<file path="src/rtl/chtr_pkg.sv">
// chtr_pkg: shared types and constants for the clustered hash table.
// No dependencies.
`timescale 1ns / 1ps
package chtr_pkg;

  localparam logic [1:0] CMD_PROBE  = 2'd0;
  localparam logic [1:0] CMD_STORE  = 2'd1;
  localparam logic [1:0] CMD_CLEAR  = 2'd2;
  localparam logic [1:0] CMD_UNUSED = 2'd3;

  localparam logic [1:0] BOUND_EXACT = 2'd3;

  localparam logic CFG_GEN  = 1'b0;
  localparam logic CFG_MASK = 1'b1;

  localparam int GEN_W  = 8;
  localparam int MASK_W = 12;
  localparam logic [MASK_W-1:0] MASK_RESET = 12'hFFF;

  typedef struct packed {
    logic [1:0]         cmd;
    logic [63:0]        position_key;
    logic signed [15:0] score;
    logic [1:0]         bound_kind;
    logic signed [15:0] search_depth;
    logic [31:0]        best_move;
    logic signed [15:0] static_eval;
  } in_word_t;

  typedef struct packed {
    logic               hit;
    logic signed [15:0] found_score;
    logic [1:0]         found_bound;
    logic signed [15:0] found_depth;
    logic [31:0]        found_move;
    logic signed [15:0] found_eval;
    logic [7:0]         found_age;
  } out_word_t;

  typedef struct packed {
    logic [31:0]        tag;
    logic signed [15:0] score;
    logic [31:0]        move;
    logic signed [15:0] eval;
    logic [1:0]         bound;
    logic [7:0]         age;
    logic signed [15:0] depth;
  } entry_t;

  typedef enum logic [1:0] {
    ST_INIT,
    ST_IDLE,
    ST_EVAL,
    ST_CLR
  } state_t;

endpackage

</file>
<file path="src/rtl/chtr_front.sv">
// chtr_front: input acceptance, cluster index computation and a two-word queue.
// Depends on chtr_pkg.
`timescale 1ns / 1ps
module chtr_front
  import chtr_pkg::*;
#(
  parameter int CLUSTER_BITS = 12
) (
  input  logic                    clk,
  input  logic                    rst,
  input  logic                    in_valid,
  output logic                    in_ready,
  input  in_word_t                in_word,
  input  logic [MASK_W-1:0]       cluster_mask,
  output logic                    q_valid,
  input  logic                    q_pop,
  output in_word_t                q_word,
  output logic [CLUSTER_BITS-1:0] q_idx
);

  in_word_t                qw [2];
  logic [CLUSTER_BITS-1:0] qi [2];
  logic                    rd_ptr;
  logic                    wr_ptr;
  logic [1:0]              cnt;
  logic                    push;
  logic [CLUSTER_BITS+MASK_W-1:0] mask_z;
  logic [CLUSTER_BITS-1:0] idx;

  assign in_ready = (cnt != 2'd2);
  assign push     = in_valid && in_ready;
  assign mask_z   = {{CLUSTER_BITS{1'b0}}, cluster_mask};
  assign idx      = in_word.position_key[CLUSTER_BITS-1:0] & mask_z[CLUSTER_BITS-1:0];

  assign q_valid = (cnt != 2'd0);
  assign q_word  = qw[rd_ptr];
  assign q_idx   = qi[rd_ptr];

  always_ff @(posedge clk) begin
    if (push) begin
      qw[wr_ptr] <= in_word;
      qi[wr_ptr] <= idx;
    end
  end

  always_ff @(posedge clk) begin
    if (rst) begin
      rd_ptr <= 1'b0;
      wr_ptr <= 1'b0;
      cnt    <= 2'd0;
    end else begin
      if (push) wr_ptr <= ~wr_ptr;
      if (q_pop) rd_ptr <= ~rd_ptr;
      cnt <= cnt + 2'(push) - 2'(q_pop);
    end
  end

endmodule

</file>
<file path="config.mk">
export PLATFORM = sky130hd
export DESIGN_NAME = chtr_front
export DESIGN_NICKNAME = d
export VERILOG_FILES = /design/src/rtl/chtr_pkg.sv /design/src/rtl/chtr_front.sv
export SDC_FILE = /design/constraint.sdc
export NUM_CORES = 1
export LEC_CHECK = 0
export CAP_MARGIN = 30
export CORE_MARGIN = 4
export CORE_UTILIZATION = 50
export DETAILED_ROUTE_END_ITERATION = 7
export DONT_BUFFER_PORTS = 1
export PLACE_DENSITY = 0.72
export SYNTH_ARGS = -nofsm -noshare
export SYNTH_HDL_FRONTEND = slang
export SYNTH_SLANG_ARGS = --single-unit
</file>
<file path="constraint.sdc">
create_clock -name clk -period 5.5 [get_ports clk]
set_input_delay 0.825 -clock clk [delete_from_list [all_inputs] [get_ports clk]]
set_output_delay 0.825 -clock clk [all_outputs]
set_load 0.03 [all_outputs]
</file>
==> flow_summary.yaml <==
final_layout:
  nets: 726
  n_antenna_cell: 0
  area.growth.synth_to_final_pct: 10.86
  stdcell_count: 902
  drive_gt1_share_pct: 18.70
die:
  die_area_mm2: 0.02633
  initial_utilization_pct: 50.70
  num_rows: 56
  io_pins: 326
  die_w_um: 162.3
  die_h_um: 162.3
  core_mm2: 0.02347
synthesis:
  yosysTopAreaCell: "edfxtp_1"
  synth_area_per_cell_um2: 22.08
  yosysWarnings: 0
  ys_types: 24
  synth_top_cells_by_area: "edfxtp_1, mux2_1, mux2_2"
  syn_inst: 539
  yosys.area.top_type_share_pct: 80.75
  synth_fp_nets: 704
  ys_ff_latch: 325
  syn_area_mm2: 0.01190
  seq_area_frac_synth_pct: 81.59
clock_network:
  ctsHoldBuffers: 0
  ctsResizeCount: 0
  clk_latency_ps: 540
  clock_sinks: 325
  cts_tree: "built"
  path_clk_slew_ps: 60
  clockBufferDepth: 3
  clockRootBuffer: "clkbuf_16"
  cts_made_buffers: 31
  post_cts_buffers: 0
  htreeDepth: 1
timing:
  min_period_ps: 3460
  tns_ps: 0
  fmaxAchievable_mhz: 289.0
  finalHoldViolations: 0
  slew_headroom_pct: 37.26
  setup_viol: 0
  period_share_pct: 62.91
  finalMaxSlewViolations: 0
  worst_slack_ps: 2040
  finClkSkew_ps: 7.854
  rsz0062_at_grt: "no"
  tightest_slew_ps: 941.0
placement:
  dp_hpwl_um: 14370
  dp.cells: 846
  gp_congestion: 0.7613
  dp_slack_ps: 2601
  io_buffers: 0
pwr:
  peakVddDrop_v: 0.0003440
  power_density_mw_per_mm2: 431.4
  leakagePower_nw: 4.260
  power.total_w: 0.005691
critical_path:
  start_kind: "register"
  end_kind: "output pin"
  cp_max_fo: 93
  crit_required_ps: 4680
  arrival_ps: 2640
  crit_type: "register to output pin"
detailed_routing:
  num_vias: 4880
  drtAntennaViolNets: 0
  drt-initial-drc-count: 295
  vias_per_cell: 5.410
  dr.pass1.iters: 5
  routed_wl_um: 21270
  wl_per_cell_um: 23.59
  drc: 0
min_path:
  min_path_type: "primary input to register"
run:
  max-cap-violations: 0
grt:
  grt_pass1_wl_um: 31280
  grt_overflow: 0
  grt_pass1_vias: 5306
  grt_antenna_before_repair: 1
  grt_use_total_pct: 15.38
  grt_start_max_net_pins: 94
status:
  status: "complete, no violations"
==> logic make-up (layout without fill, tap and decap cells) <==
kind of cell,Yosys count,after routing,synth area share (%)
fa+ha+maj,1,1,0.1051
mux,160,160,15.14
compound gates,4,4,0.2629
xor+xnor,2,2,0.1472
simple gates,25,25,1.293
buf+inv,22,66,1.461
flops,325,325,81.59
==> path summary, 6_finish.rpt <==
path | from | endpoint | slack [ps] | cells after the start
hold / removal | rst | register | 350 | 1
setup / recovery | register | q_word[93] | 2040 | 2
setup reg to reg | cnt[0]$_SDFF_PP0_ | qw[0][111]$_DFFE_PP_ | 2790 | 4
hold reg to reg | rd_ptr$_SDFFE_PP0P_ | rd_ptr$_SDFFE_PP0P_ | 520 | 2
==> worst max-delay path: stages, from the launching register on <==
cell and delay [ps]:
dfxtp_4 930, buf_12 490, mux2_1 520
==> registers in the layout, summed over array words and instances (netlist names), named ones only <==
| register | count |
|---|---|
| cnt | 2 |
| qi | 24 |
| qw | 296 |
| rd_ptr | 1 |
| wr_ptr | 1 |
==> cells in the final DEF, fill, tap and decap left out, types with 2 or more instances in the layout <==
master / netlist / routed
and2_1: 12 / 12
nor2_1: 3 / 3
nand4_1: 2 / 2
mux2_2: 60 / 60
edfxtp_1: 320 / 320
buf_4: 0 / 4
inv_6: 0 / 2
buf_16: 0 / 2
clkbuf_16: 0 / 31
clkbuf_1: 0 / 6
clkinv_1: 0 / 12
dfxtp_1: 5 / 4
bufinv_16: 0 / 2
inv_1: 4 / 3
mux2_1: 100 / 100
xnor2_1: 2 / 2
==> power by group <==
part	switching (W)	total (W)	leakage (nW)	internal [W]
Clock	0.000807	0.00192	0.449	0.00112
Combinational	0.000570	0.000730	0.777	0.000159
Sequential	0.0000668	0.00304	3.03	0.00297
==> stage by stage <==
stage | utilization (%) | hold WS, ps | area (µm²)
floorplan | - | 479.9 | 11900
global placement | 51.99 | 502.2 | 12200
detailed placement | 52.11 | 503.3 | 12230
CTS | 56.09 | 313.3 | 13170
global route | 56.20 | 314.0 | 13190
finish | 56.20 | 348.0 | 13190
==> cells in the mapped netlist, drive strengths merged <==
cell type	instances
edfxtp	320
buf	18
and3	1
and2	12
nand4b	1
dfxtp	5
nor2	3
inv	4
a21oi	1
ha	1
a21boi	1
or2	1
a2111oi	1
or4b	1
nand4	2
mux2	160
nor2b	1
nand2b	1
nand3b	1
xnor2	2
nand2	1
a21bo	1
==> layout make-up <==
class / instances / area, µm²
repair buffers: 7 / 105.1
clock buffers: 37 / 798.3
well taps: 319 / 399.1
fillers: 1698 / 10280
clock inverters: 18 / 135.1
flip-flops and latches: 325 / 9713
inverters: 4 / 20.02
multi-input cells: 192 / 2022
==> metal layers <==
| metal | global-route usage, % | vias to the layer above | share of wire (%) |
|---|---|---|---|
| met5 | 0 | - | 0.094 |
| met2 | 26.22 | 245 | 50 |
| met4 | 4.075 | 2 | 2.3 |
| met3 | 9.008 | 34 | 15 |
| met1 | 16.34 | 2428 | 33 |
| li1 | - | 2171 | - |
No activity file was read; power rests on OpenSTA's default activity.
